<file path="src/rtl/assert_macros.svh">
// assertion macros shared by the rtl files that check themselves
// no dependencies; each macro expands to one labeled concurrent assertion
`ifndef ASSERT_MACROS_SVH
`define ASSERT_MACROS_SVH

// condition holds at every rising clock edge out of reset
`define ASSERT_ALWAYS(label, clk, rst_n, cond, msg) \
  label: assert property (@(posedge clk) disable iff (!rst_n) (cond)) \
    else $error(msg);

// antecedent implies consequent in the same cycle
`define ASSERT_IMP(label, clk, rst_n, ante, cons, msg) \
  label: assert property (@(posedge clk) disable iff (!rst_n) (ante) |-> (cons)) \
    else $error(msg);

`endif

</file>
<file path="src/rtl/lct_pkg.sv">
// shared constants and types for the lru cache table
// no dependencies
`timescale 1ns / 1ps

package lct_pkg;

  localparam int DEPTH_DEF   = 8;
  localparam int KEY_W_DEF   = 32;
  localparam int VALUE_W_DEF = 32;

  // capacity register
  localparam int             CAP_W     = 4;
  localparam logic [CAP_W-1:0] CAP_RESET = 4'd3;

  // apb side
  localparam int APB_AW = 3;
  localparam int APB_DW = 32;
  localparam logic REG_CAPACITY = 1'b0;  // word index of the capacity register

  // action codes
  localparam logic ACT_INSERT = 1'b0;
  localparam logic ACT_LOOKUP = 1'b1;

  // update command from the select logic to the entry store
  typedef struct packed {
    logic apply;      // touch ranks this transfer
    logic write_kv;   // write key and value into the chosen slot
    logic inc_count;  // one more valid entry
  } lct_upd_t;

endpackage

</file>
<file path="src/rtl/lct_if.sv">
// valid/ready channel interfaces for the lru cache table
// depends on lct_pkg
`timescale 1ns / 1ps

interface lct_in_if import lct_pkg::*; #(
  parameter int KEY_WIDTH   = KEY_W_DEF,
  parameter int VALUE_WIDTH = VALUE_W_DEF
) ();
  logic                   valid;
  logic                   ready;
  logic                   action;
  logic [KEY_WIDTH-1:0]   key;
  logic [VALUE_WIDTH-1:0] value;

  modport source (output valid, action, key, value, input ready);
  modport sink   (input valid, action, key, value, output ready);
endinterface

interface lct_out_if import lct_pkg::*; #(
  parameter int KEY_WIDTH   = KEY_W_DEF,
  parameter int VALUE_WIDTH = VALUE_W_DEF,
  parameter int OCC_WIDTH   = $clog2(DEPTH_DEF + 1)
) ();
  logic                   valid;
  logic                   ready;
  logic                   hit;
  logic [VALUE_WIDTH-1:0] found_value;
  logic                   evicted;
  logic [KEY_WIDTH-1:0]   evicted_key;
  logic [OCC_WIDTH-1:0]   occupancy;

  modport source (output valid, hit, found_value, evicted, evicted_key, occupancy,
                  input ready);
  modport sink   (input valid, hit, found_value, evicted, evicted_key, occupancy,
                  output ready);
endinterface

</file>
<file path="src/rtl/lct_select.sv">
// match, victim and slot selection for one request against the entry store
// depends on lct_pkg
`timescale 1ns / 1ps

module lct_select import lct_pkg::*; #(
  parameter int DEPTH       = DEPTH_DEF,
  parameter int KEY_WIDTH   = KEY_W_DEF,
  parameter int VALUE_WIDTH = VALUE_W_DEF,
  localparam int CW = $clog2(DEPTH + 1),
  localparam int RW = (DEPTH > 1) ? $clog2(DEPTH) : 1,
  localparam int EW = (CW > CAP_W) ? CW : CAP_W
) (
  input  logic                   action,
  input  logic [KEY_WIDTH-1:0]   key,
  input  logic [CAP_W-1:0]       capacity,
  input  logic [CW-1:0]          count,
  input  logic [KEY_WIDTH-1:0]   keys   [DEPTH],
  input  logic [VALUE_WIDTH-1:0] values [DEPTH],
  input  logic [RW-1:0]          ranks  [DEPTH],
  output lct_upd_t               upd,
  output logic [DEPTH-1:0]       slot_oh,
  output logic [CW-1:0]          limit,
  output logic                   hit,
  output logic [VALUE_WIDTH-1:0] found_value,
  output logic                   evicted,
  output logic [KEY_WIDTH-1:0]   evicted_key
);

  logic [EW-1:0]          cap_x;
  logic [EW-1:0]          eff_cap;
  logic                   full;
  logic [DEPTH-1:0]       valid;
  logic [DEPTH-1:0]       match;
  logic [DEPTH-1:0]       best_oh;
  logic [DEPTH-1:0]       lru_oh;
  logic [DEPTH-1:0]       ins_oh;
  logic [RW-1:0]          best_rank;
  logic [VALUE_WIDTH-1:0] best_value;
  logic [KEY_WIDTH-1:0]   lru_key;
  logic [CW-1:0]          lru_rank;

  // zero acts as one, above depth saturates
  always_comb begin
    cap_x = EW'(capacity);
    if (capacity == '0) begin
      eff_cap = EW'(1);
    end else if (cap_x > EW'(DEPTH)) begin
      eff_cap = EW'(DEPTH);
    end else begin
      eff_cap = cap_x;
    end
    full     = EW'(count) >= eff_cap;
    lru_rank = count - CW'(1);
  end

  always_comb begin
    for (int i = 0; i < DEPTH; i++) begin
      valid[i]  = CW'(i) < count;
      match[i]  = valid[i] && (keys[i] == key);
      lru_oh[i] = valid[i] && (CW'(ranks[i]) == lru_rank);
      ins_oh[i] = CW'(i) == count;
    end
  end

  // most recent match: no other match has a lower rank
  always_comb begin
    for (int i = 0; i < DEPTH; i++) begin
      best_oh[i] = match[i];
      for (int j = 0; j < DEPTH; j++) begin
        if (match[j] && (ranks[j] < ranks[i])) begin
          best_oh[i] = 1'b0;
        end
      end
    end
  end

  always_comb begin
    best_rank  = '0;
    best_value = '0;
    lru_key    = '0;
    for (int i = 0; i < DEPTH; i++) begin
      best_rank  = best_rank  | (ranks[i]  & {RW{best_oh[i]}});
      best_value = best_value | (values[i] & {VALUE_WIDTH{best_oh[i]}});
      lru_key    = lru_key    | (keys[i]   & {KEY_WIDTH{lru_oh[i]}});
    end
  end

  always_comb begin
    upd         = '0;
    slot_oh     = '0;
    limit       = '0;
    hit         = 1'b0;
    found_value = '0;
    evicted     = 1'b0;
    evicted_key = '0;
    if (action == ACT_INSERT) begin
      upd.apply     = 1'b1;
      upd.write_kv  = 1'b1;
      upd.inc_count = !full;
      slot_oh       = full ? lru_oh : ins_oh;
      limit         = full ? lru_rank : count;
      evicted       = full;
      evicted_key   = full ? lru_key : '0;
    end else begin
      upd.apply   = |match;
      slot_oh     = best_oh;
      limit       = CW'(best_rank);
      hit         = |match;
      found_value = best_value;
    end
  end

endmodule

</file>
<file path="src/rtl/lct_entries.sv">
// entry store: key, value and recency rank registers plus the entry count
// depends on lct_pkg
`timescale 1ns / 1ps

module lct_entries import lct_pkg::*; #(
  parameter int DEPTH       = DEPTH_DEF,
  parameter int KEY_WIDTH   = KEY_W_DEF,
  parameter int VALUE_WIDTH = VALUE_W_DEF,
  localparam int CW = $clog2(DEPTH + 1),
  localparam int RW = (DEPTH > 1) ? $clog2(DEPTH) : 1
) (
  input  logic                   clk,
  input  logic                   rst_n,
  input  logic                   en,
  input  lct_upd_t               upd,
  input  logic [DEPTH-1:0]       slot_oh,
  input  logic [CW-1:0]          limit,
  input  logic [KEY_WIDTH-1:0]   key,
  input  logic [VALUE_WIDTH-1:0] value,
  output logic [CW-1:0]          count,
  output logic [KEY_WIDTH-1:0]   keys   [DEPTH],
  output logic [VALUE_WIDTH-1:0] values [DEPTH],
  output logic [RW-1:0]          ranks  [DEPTH]
);

  logic [KEY_WIDTH-1:0]   keys_r   [DEPTH];
  logic [VALUE_WIDTH-1:0] values_r [DEPTH];
  logic [RW-1:0]          rank_r   [DEPTH];
  logic [CW-1:0]          count_r;

  // payload words carry no reset
  always_ff @(posedge clk) begin
    for (int i = 0; i < DEPTH; i++) begin
      if (en && upd.apply && upd.write_kv && slot_oh[i]) begin
        keys_r[i]   <= key;
        values_r[i] <= value;
      end
    end
  end

  always_ff @(posedge clk) begin
    if (!rst_n) begin
      count_r <= '0;
      for (int i = 0; i < DEPTH; i++) begin
        rank_r[i] <= '0;
      end
    end else if (en && upd.apply) begin
      count_r <= count_r + CW'(upd.inc_count);
      for (int i = 0; i < DEPTH; i++) begin
        if (slot_oh[i]) begin
          rank_r[i] <= '0;
        end else if ((CW'(i) < count_r) && (CW'(rank_r[i]) < limit)) begin
          rank_r[i] <= rank_r[i] + RW'(1);
        end
      end
    end
  end

  assign count  = count_r;
  assign keys   = keys_r;
  assign values = values_r;
  assign ranks  = rank_r;

endmodule

</file>
<file path="src/rtl/lru_cache_table.sv">
// lru cache table: from input transfer to result valid an item passes the input register,
// then select and rank update into the result register
// throughput one item per cycle while the result side is not stalled, set by the parallel key compare
// and rank update over the entry registers
// reset clears entry count, ranks and both channel stages, capacity goes to 3;
// keys and values hold no reset and are read only below the entry count
`timescale 1ns / 1ps
`include "assert_macros.svh"

module lru_cache_table import lct_pkg::*; #(
  parameter int DEPTH       = DEPTH_DEF,
  parameter int KEY_WIDTH   = KEY_W_DEF,
  parameter int VALUE_WIDTH = VALUE_W_DEF,
  localparam int CW = $clog2(DEPTH + 1),
  localparam int RW = (DEPTH > 1) ? $clog2(DEPTH) : 1
) (
  input  logic              clk,
  input  logic              rst_n,
  lct_in_if.sink            in_ch,
  lct_out_if.source         out_ch,
  input  logic              psel,
  input  logic              penable,
  input  logic              pwrite,
  input  logic [APB_AW-1:0] paddr,
  input  logic [APB_DW-1:0] pwdata,
  output logic [APB_DW-1:0] prdata,
  output logic              pready
);

  // ---------------------------------------------------------------- config
  logic [CAP_W-1:0] cap_r;

  assign pready = 1'b1;

  // word index sits at paddr[2], byte offset bits ignored
  always_ff @(posedge clk) begin
    if (!rst_n) begin
      cap_r <= CAP_RESET;
    end else if (psel && penable && pwrite && pready && (paddr[2] == REG_CAPACITY)) begin
      cap_r <= pwdata[CAP_W-1:0];
    end
  end

  always_comb begin
    prdata = '0;
    if (paddr[2] == REG_CAPACITY) begin
      prdata = {{(APB_DW-CAP_W){1'b0}}, cap_r};
    end
  end

  // ---------------------------------------------------------------- input stage
  logic                   stg_v_r;
  logic                   stg_action_r;
  logic [KEY_WIDTH-1:0]   stg_key_r;
  logic [VALUE_WIDTH-1:0] stg_value_r;
  logic                   out_v_r;
  logic                   adv;

  // stage moves on when the result register is free or being drained
  assign adv          = stg_v_r && (!out_v_r || out_ch.ready);
  assign in_ch.ready  = !stg_v_r || adv;

  always_ff @(posedge clk) begin
    if (!rst_n) begin
      stg_v_r <= 1'b0;
    end else if (in_ch.ready) begin
      stg_v_r <= in_ch.valid;
    end
  end

  always_ff @(posedge clk) begin
    if (in_ch.valid && in_ch.ready) begin
      stg_action_r <= in_ch.action;
      stg_key_r    <= in_ch.key;
      stg_value_r  <= in_ch.value;
    end
  end

  // ---------------------------------------------------------------- cache core
  lct_upd_t               upd;
  logic [DEPTH-1:0]       slot_oh;
  logic [CW-1:0]          limit;
  logic [CW-1:0]          count;
  logic [KEY_WIDTH-1:0]   keys   [DEPTH];
  logic [VALUE_WIDTH-1:0] values [DEPTH];
  logic [RW-1:0]          ranks  [DEPTH];
  logic                   res_hit;
  logic [VALUE_WIDTH-1:0] res_found;
  logic                   res_evicted;
  logic [KEY_WIDTH-1:0]   res_evkey;
  logic [CW-1:0]          occ_nxt;

  lct_select #(
    .DEPTH       (DEPTH),
    .KEY_WIDTH   (KEY_WIDTH),
    .VALUE_WIDTH (VALUE_WIDTH)
  ) u_select (
    .action      (stg_action_r),
    .key         (stg_key_r),
    .capacity    (cap_r),
    .count       (count),
    .keys        (keys),
    .values      (values),
    .ranks       (ranks),
    .upd         (upd),
    .slot_oh     (slot_oh),
    .limit       (limit),
    .hit         (res_hit),
    .found_value (res_found),
    .evicted     (res_evicted),
    .evicted_key (res_evkey)
  );

  lct_entries #(
    .DEPTH       (DEPTH),
    .KEY_WIDTH   (KEY_WIDTH),
    .VALUE_WIDTH (VALUE_WIDTH)
  ) u_entries (
    .clk     (clk),
    .rst_n   (rst_n),
    .en      (adv),
    .upd     (upd),
    .slot_oh (slot_oh),
    .limit   (limit),
    .key     (stg_key_r),
    .value   (stg_value_r),
    .count   (count),
    .keys    (keys),
    .values  (values),
    .ranks   (ranks)
  );

  // occupancy after this item
  assign occ_nxt = count + CW'(upd.inc_count);

  // ---------------------------------------------------------------- result register
  logic                   out_hit_r;
  logic [VALUE_WIDTH-1:0] out_found_r;
  logic                   out_evicted_r;
  logic [KEY_WIDTH-1:0]   out_evkey_r;
  logic [CW-1:0]          out_occ_r;

  always_ff @(posedge clk) begin
    if (!rst_n) begin
      out_v_r <= 1'b0;
    end else if (adv) begin
      out_v_r <= 1'b1;
    end else if (out_ch.ready) begin
      out_v_r <= 1'b0;
    end
  end

  always_ff @(posedge clk) begin
    if (adv) begin
      out_hit_r     <= res_hit;
      out_found_r   <= res_found;
      out_evicted_r <= res_evicted;
      out_evkey_r   <= res_evkey;
      out_occ_r     <= occ_nxt;
    end
  end

  assign out_ch.valid       = out_v_r;
  assign out_ch.hit         = out_hit_r;
  assign out_ch.found_value = out_found_r;
  assign out_ch.evicted     = out_evicted_r;
  assign out_ch.evicted_key = out_evkey_r;
  assign out_ch.occupancy   = out_occ_r;

  // ---------------------------------------------------------------- checks
  // an insert either grows the table or evicts, never both or neither
  `ASSERT_IMP(a_ins_evict_xor_grow, clk, rst_n, adv && (stg_action_r == ACT_INSERT), res_evicted != upd.inc_count, "insert must either evict or grow")
  // at most one slot is touched per transfer
  `ASSERT_IMP(a_slot_onehot, clk, rst_n, adv && upd.apply, $onehot(slot_oh), "slot select not one-hot")
  // entry count stays within the table
  `ASSERT_ALWAYS(a_count_bound, clk, rst_n, count <= CW'(DEPTH), "entry count above depth")

endmodule

</file>
<file path="src/flat_wrapper.sv">
// flat-port wrapper written by rule: the top's interface ports become plain ports
module lru_cache_table_flat import lct_pkg::*;
#(
  parameter int DEPTH       = DEPTH_DEF,
  parameter int KEY_WIDTH   = KEY_W_DEF,
  parameter int VALUE_WIDTH = VALUE_W_DEF,
  localparam int CW = $clog2(DEPTH + 1),
  localparam int RW = (DEPTH > 1) ? $clog2(DEPTH) : 1
)
  (clk, rst_n, psel, penable, pwrite, paddr, pwdata, prdata, pready, in_ch_valid, in_ch_action, in_ch_key, in_ch_value, in_ch_ready, out_ch_valid, out_ch_hit, out_ch_found_value, out_ch_evicted, out_ch_evicted_key, out_ch_occupancy, out_ch_ready);
  lct_in_if #(.KEY_WIDTH(KEY_WIDTH), .VALUE_WIDTH(VALUE_WIDTH)) in_ch_i ();
  lct_out_if #(.KEY_WIDTH(KEY_WIDTH), .VALUE_WIDTH(VALUE_WIDTH)) out_ch_i ();
  input  logic clk;
  input  logic rst_n;
  input  logic psel;
  input  logic penable;
  input  logic pwrite;
  input  logic [APB_AW-1:0] paddr;
  input  logic [APB_DW-1:0] pwdata;
  output logic [APB_DW-1:0] prdata;
  output logic pready;
  input wire logic [$bits(in_ch_i.valid)-1:0] in_ch_valid;
  input wire logic [$bits(in_ch_i.action)-1:0] in_ch_action;
  input wire logic [$bits(in_ch_i.key)-1:0] in_ch_key;
  input wire logic [$bits(in_ch_i.value)-1:0] in_ch_value;
  output wire logic [$bits(in_ch_i.ready)-1:0] in_ch_ready;
  output wire logic [$bits(out_ch_i.valid)-1:0] out_ch_valid;
  output wire logic [$bits(out_ch_i.hit)-1:0] out_ch_hit;
  output wire logic [$bits(out_ch_i.found_value)-1:0] out_ch_found_value;
  output wire logic [$bits(out_ch_i.evicted)-1:0] out_ch_evicted;
  output wire logic [$bits(out_ch_i.evicted_key)-1:0] out_ch_evicted_key;
  output wire logic [$bits(out_ch_i.occupancy)-1:0] out_ch_occupancy;
  input wire logic [$bits(out_ch_i.ready)-1:0] out_ch_ready;
  assign in_ch_i.valid = in_ch_valid;
  assign in_ch_i.action = in_ch_action;
  assign in_ch_i.key = in_ch_key;
  assign in_ch_i.value = in_ch_value;
  assign in_ch_ready = in_ch_i.ready;
  assign out_ch_valid = out_ch_i.valid;
  assign out_ch_hit = out_ch_i.hit;
  assign out_ch_found_value = out_ch_i.found_value;
  assign out_ch_evicted = out_ch_i.evicted;
  assign out_ch_evicted_key = out_ch_i.evicted_key;
  assign out_ch_occupancy = out_ch_i.occupancy;
  assign out_ch_i.ready = out_ch_ready;
  lru_cache_table #(.DEPTH(DEPTH), .KEY_WIDTH(KEY_WIDTH), .VALUE_WIDTH(VALUE_WIDTH)) u_core (.clk(clk), .rst_n(rst_n), .in_ch(in_ch_i), .out_ch(out_ch_i), .psel(psel), .penable(penable), .pwrite(pwrite), .paddr(paddr), .pwdata(pwdata), .prdata(prdata), .pready(pready));
endmodule
</file>
<file path="config.mk">
export PLATFORM = sky130hd
export DESIGN_NAME = lru_cache_table_flat
export DESIGN_NICKNAME = d
export VERILOG_FILES = /design/src/rtl/lct_pkg.sv /design/src/rtl/lct_if.sv /design/src/rtl/lct_select.sv /design/src/rtl/lct_entries.sv /design/src/rtl/lru_cache_table.sv /design/src/flat_wrapper.sv
export VERILOG_INCLUDE_DIRS = /design/src /design/src/rtl
export SDC_FILE = /design/constraint.sdc
export NUM_CORES = 1
export LEC_CHECK = 0
export BUFFER_PORTS_ARGS = -buffer_cell sky130_fd_sc_hd__buf_2
export CAP_MARGIN = 20
export CORE_MARGIN = 2
export CORE_UTILIZATION = 65
export CTS_CLUSTER_DIAMETER = 80
export DETAILED_ROUTE_END_ITERATION = 10
export MAX_ROUTING_LAYER = met4
export PLACE_DENSITY = 0.88
export SLEW_MARGIN = 25
export SYNTH_ARGS = -nofsm -noshare
export SYNTH_HDL_FRONTEND = slang
export SYNTH_SLANG_ARGS = --single-unit
</file>
<file path="constraint.sdc">
create_clock -name clk -period 20.2 [get_ports clk]
set_input_delay 4.04 -clock clk [delete_from_list [all_inputs] [get_ports clk]]
set_output_delay 4.04 -clock clk [all_outputs]
set_load 0.05 [all_outputs]
</file>
## Word-level counts from Yosys, hierarchy flattened

Cells that the tools add are included.

| word-level totals | value |
|---|---|
| register bits | 681 |
| bits in latches | 0 |
| bits in writable memories | 0 |
| ROM bits | 0 |
| word-level logic and storage cells | 418 |
| memories kept | 0 |

| operators by class | value |
|---|---|
| add/sub/neg operators | 10 |
| multipliers | 0 |
| divide/modulo/power cells | 0 |
| $lt $le $gt $ge | 82 |
| eq/ne operators | 23 |
| shifts and indexed selects | 0 |
| multiplexer cells | 91 |
| bitwise operators | 47 |
| reduce and logical (&&, ||, !) cells | 129 |

Operators with widths:

| cell | count |
|---|---|
| AND 32 bit | 16 |
| OR 32 bit | 14 |
| == test 32 bit | 8 |
| < comparator 3 bit | 64 |
| logical AND 1 bit | 103 |
| two-way mux 1 bit | 67 |
| two-way mux 3 bit | 16 |
| == test 3 x 4 -> 1 bit | 8 |
| < comparator 3 x 4 -> 1 bit | 8 |
| adder 3 x 1 -> 3 bit (second input constant) | 8 |
| AND 3 bit | 8 |
| OR 3 bit | 7 |
| two-way mux 4 bit | 5 |
| nonzero test 2 bit | 9 |
| == test 3 x 4 -> 1 bit (first input constant) | 4 |
| < comparator 3 x 4 -> 1 bit (first input constant) | 4 |
| two-way mux 8 bit | 2 |
| AND reduction 2 bit | 8 |
| == test 2 x 4 -> 1 bit (first input constant) | 2 |
| zero test 4 bit | 2 |
| < comparator 1 x 4 -> 1 bit (first input constant) | 2 |
| < comparator 2 x 4 -> 1 bit (first input constant) | 2 |
| OR reduction 8 bit | 1 |
| adder 4 x 1 -> 4 bit | 1 |
| other kinds (9) | 13 |

## Longest topological paths before layout

| depth | value |
|---|---|
| word-level depth | 24 |
| depth in mapped cells | 22 |
| depth with buffers taken out | 21 |

## Hierarchy

Synthesis repeated with hierarchy kept, for this count alone.

| unflattened totals | value |
|---|---|
| cells, all modules | 2,353 |
| area total of the unflattened synthesis | 32,268.4 um2 |

Modules (own cells, without submodules):

| module | instances | cells an instance | area each (um2) | sequential area each (um2) |
|---|---|---|---|---|
| lct_entries | 1 | 751 | 17,316.6 | 15,935.3 |
| lct_select | 1 | 1,399 | 10,321.1 | 0.0 |
| lru_cache_table | 1 | 203 | 4,630.7 | 4,174.0 |

## Worst setup path before layout

Ideal clock, no wire load.

| path | value |
|---|---|
| path type | input port to flip-flop |
| start point | in out_ch_ready |
| end point | reg u_core.u_entries.keys_r (netlist bit u_core.u_entries.keys[100]), enable pin |
| arrival | 9.331 ns |
| slack | 10.362 ns |
| stages on the path | 5 |
| path through | nor2b_1 -> nand2b_1 -> inv_1 -> nand2_1 -> a21oi_1 |

| between the ends | value |
|---|---|
| longest elaborated chain between the ends | 5 |

RTL lines:

| what | line | source |
|---|---|---|
| start, declared | flat_wrapper.sv:33 | `input wire logic [$bits(out_ch_i.ready)-1:0] out_ch_ready;` |
| logical OR 1 bit | lru_cache_table.sv:60 | `assign adv = stg_v_r && (!out_v_r \|\| out_ch.ready);` |
| logical AND 1 bit | lru_cache_table.sv:60 |  |
| named net u_core.adv | lru_cache_table.sv:57 | `logic adv;` |
| logical AND 1 bit (3 in a row) | lct_entries.sv:34 | `if (en && upd.apply && upd.write_kv && slot_oh[i]) begin` |
| end signal, assigned by index | lct_entries.sv:35 | `keys_r[i] <= key;` |
| end, declared | lct_entries.sv:26 | `logic [KEY_WIDTH-1:0] keys_r [DEPTH];` |

The timed path passes the listed nets, and every way through them passes these cells.
A chain may end at the register's enable or synchronous reset.

## Worst setup path after layout

| path | value |
|---|---|
| start point | in out_ch_ready |
| end point | out in_ch_ready |

| between the ends | value |
|---|---|
| longest elaborated chain between the ends | 3 |

RTL lines:

| what | line | source |
|---|---|---|
| logical OR 1 bit | lru_cache_table.sv:60 |  |
| logical AND 1 bit | lru_cache_table.sv:60 |  |
| logical OR 1 bit | lru_cache_table.sv:61 | `assign in_ch.ready = !stg_v_r \|\| adv;` |
| end, declared | flat_wrapper.sv:26 | `output wire logic [$bits(in_ch_i.ready)-1:0] in_ch_ready;` |

No other way between the ends.

==> results by group <==
Clock network
  – Bufs on Longest Clock Path: 3
  – # hold bufs at CTS: 0
  – Worst-Skew Late Latency: 650 ps
  – Root Buffer: clkbuf_16
  – Post-cts sizing count: 0
  – Reg clk slew, reported paths: 60 ps
  – CTS tree: built
  – TritonCTS buffer count: 69
  – Setup repair bufs after CTS: 0
  – Num Clock Sinks: 681
  – H-tree depth: 3

Place
  – DP HPWL: 66400 um
  – Port Buf Inserts: 152
  – Placed cells: 2995
  – Placer congestion estimate: 1.02

Synth
  – Post-synth ARST share: 0%
  – Syn Area/Cell: 13.8 sq um
  – Ys flop type: edfxtp_1
  – Post-synth EDFFs: 647
  – Synthesized instance count: 2291
  – Yosys warning total: 0
  – Top-area cell type share of the netlist area: 61.3%
  – Most common cell in the synthesized netlist: edfxtp_1
  – Synth cell count leaders: edfxtp_1, xnor2_1, nand2_1, ha_1, a22oi_1
  – Largest cells by area after synthesis: edfxtp_1, xnor2_1, ha_1
  – Largest area contributor in the netlist: edfxtp_1
  – Cell Area, Synth: 31700 sq um
  – Sequential share of the synthesized area: 63.5%
  – Yosys cell types: 84
  – Yosys reg bits: 681

Global route
  – All-Layer GR Usage: 43.3%
  – Initial antenna violation count: 4
  – Largest net degree at the start of global routing: 66
  – Vias in the first global route: 21900
  – Overflow after GRT: 0
  – First-pass GRT wire length: 152000 um

Drt
  – WL/cell: 33.9 um
  – Pre-Repair DR Iteration Count: 9
  – Total wire length: 106000 um
  – Antenna Violating Nets Remaining: 0
  – Remaining DRCs: 0
  – Drt via density: 7.44
  – Iteration-0 DRC Markers: 4203
  – DR vias: 23200

Timing
  – Worst rel slew slack: 16.7%
  – Pins over their slew limit: 0
  – Setup TNS: 0 ps
  – Final Setup Violations: 0
  – Final hold vios: 0
  – Worst hold slack: 520 ps
  – Min cycle time layout: 8970 ps
  – Clock skew: 61.1 ps
  – Max Freq: 111 MHz
  – Worst slew pin tran: 1240 ps
  – Fin crit share: 44.4%
  – RSZ-0062 raised after global routing: false

Power and ir drop
  – Total power draw: 3.05 mW
  – Sw frac: 23.6%
  – P_leak: 11.4 nW
  – Pint: 2.33 mW
  – Seq pwr share: 52.4%
  – P_sw: 720 uW
  – Combinational fraction of design power: 4.6%
  – Worst vdd ir: 0.0000991 V
  – Clock power frac: 43.0%
  – P per Cell Area: 85.9 nW/um^2

Floorplan
  – # rows: 80
  – Die outline area: 50500 sq um
  – Die Ht: 225 um
  – Die width: 225 um
  – Starting Density: 66.1%
  – I/O pins: 212
  – Core area: 47900 sq um

Layout
  – Fraction of layout cells with a size suffix above 1: 14.1%
  – Fin cells: 3126
  – Final nets: 2679
  – Area of the multi-input gates: 11000 sq um
  – Reg area: 20100 sq um
  – Synthesis-to-layout area growth: 12.2%
  – Share of the core filled with cells: 74.1%
  – Fillers: 2834

Critical path
  – Cell family contributing the most delay on the critical path: simple AND/OR/NAND/NOR gates
  – CP Data Required Time: 16160 ps
  – Most frequent CP cell: buf_2
  – Bufs and invs on worst path: 2
  – CP Max Fanout: 4
  – Crit start category: primary input
  – CP peak stage delay: 380 ps
  – Slowest-stage cell, CP: nor2b_1
  – Critical path type: in2out
  – Worst-path cell chain: buf_2, nor2b_1, nand2_1, buf_2
  – Arrival time at the worst endpoint: 4930 ps
  – CP endpoint kind: output port

Status
  – Status: finished clean

Hold path
  – Worst hold path class: reg2reg

Job
  – MaxCap Viol Count: 0
==> through the flow <==
stage	area [sq um]	worst slack, ps
after global placement	33100	11270
after CTS	35500	11260
after detailed placement	33200	11270
after floorplan	31800	10360
final	35500	11230
after global routing	35500	11210
==> cells by family after synthesis <==
kind of cell,Yosys count,synth area share [%]
muxes,8,0.257
and+or+nand+nor,507,8.61
other,2,0.0237
adders and majority gates,120,4.74
buffers and inverters,187,2.76
xor gates and xnor gates,292,8.07
AOI/OAI and AO/OA,494,12.1
DFF,681,63.5
==> path summary, 6_finish.rpt <==
path                         from                    endpoint  slack, ps  depth (start not counted)
max                  out_ch_ready                 in_ch_ready      11230                          4
min               u_core.cap_r[0]             u_core.cap_r[0]        520                          2
max reg2reg  u_core.stg_key_r[28]  u_core.u_entries.ranks[20]      13090                         17
min reg2reg       u_core.cap_r[0]             u_core.cap_r[0]        520                          2
==> sequential cells by signal (all words and copies together) (netlist names), 4 cells and up <==
name                       count
u_core.cap_r                   4
u_core.out_ch.evicted_key     32
u_core.out_ch.found_value     32
u_core.out_ch.occupancy        4
u_core.stg_key_r              32
u_core.stg_value_r            32
u_core.u_entries.count         4
u_core.u_entries.keys        256
u_core.u_entries.ranks        24
u_core.u_entries.values      256
==> layout by cell type, fill, tap and decap left out, types with 23 or more instances in the layout <==
master,synthesis,layout
nor2_1,53,49
nor3_1,28,23
inv_1,50,49
nor4_1,42,35
dfxtp_1,34,34
xor2_1,82,82
edfxtp_1,647,647
buf_4,30,38
a21oi_1,38,34
nor2b_1,29,28
clkbuf_16,0,70
a221oi_1,32,32
a222oi_1,52,52
nand2_1,123,123
nand4_1,84,84
a41oi_1,33,33
a31oi_1,44,44
nand3_1,65,65
xnor2_1,210,210
conb_1,2,29
a22o_1,32,32
buf_2,31,153
o21ai_0,41,41
ha_1,120,120
a22oi_1,102,102
==> area by class of cell <==
type	count	share of cell area, %
clock buffers	87	5.22
clock inverters	40	1.29
repair buffers	199	3.35
well taps	615	2.17
flip-flops and latches	681	56.6
inverters	51	0.542
diodes	3	0.0211
multi-input cells	1450	30.8
==> per-layer routing <==
metal,track usage [%],wire length (um)
met5,-,0
met4,19.5,5950
met3,8.73,13800
met2,65.9,48900
met1,57.0,37400
==> power by group through the flow <==
stage | sequential, mW | combinational, mW | clock [mW]
after floorplan | 1.62 | 0.0837 | 0
after global placement | 1.62 | 0.131 | 0
after detailed placement | 1.63 | 0.133 | 0
after CTS | 1.60 | 0.135 | 1.31
after global routing | 1.60 | 0.144 | 1.35
final | 1.60 | 0.140 | 1.31
==> tightest hold or removal path, stage by stage (launching register included) <==
cell and delay [ps]:
dfxtp_1 350, mux2i_1 80, nand2_1 60
No activity file was read; power rests on OpenSTA's default activity.
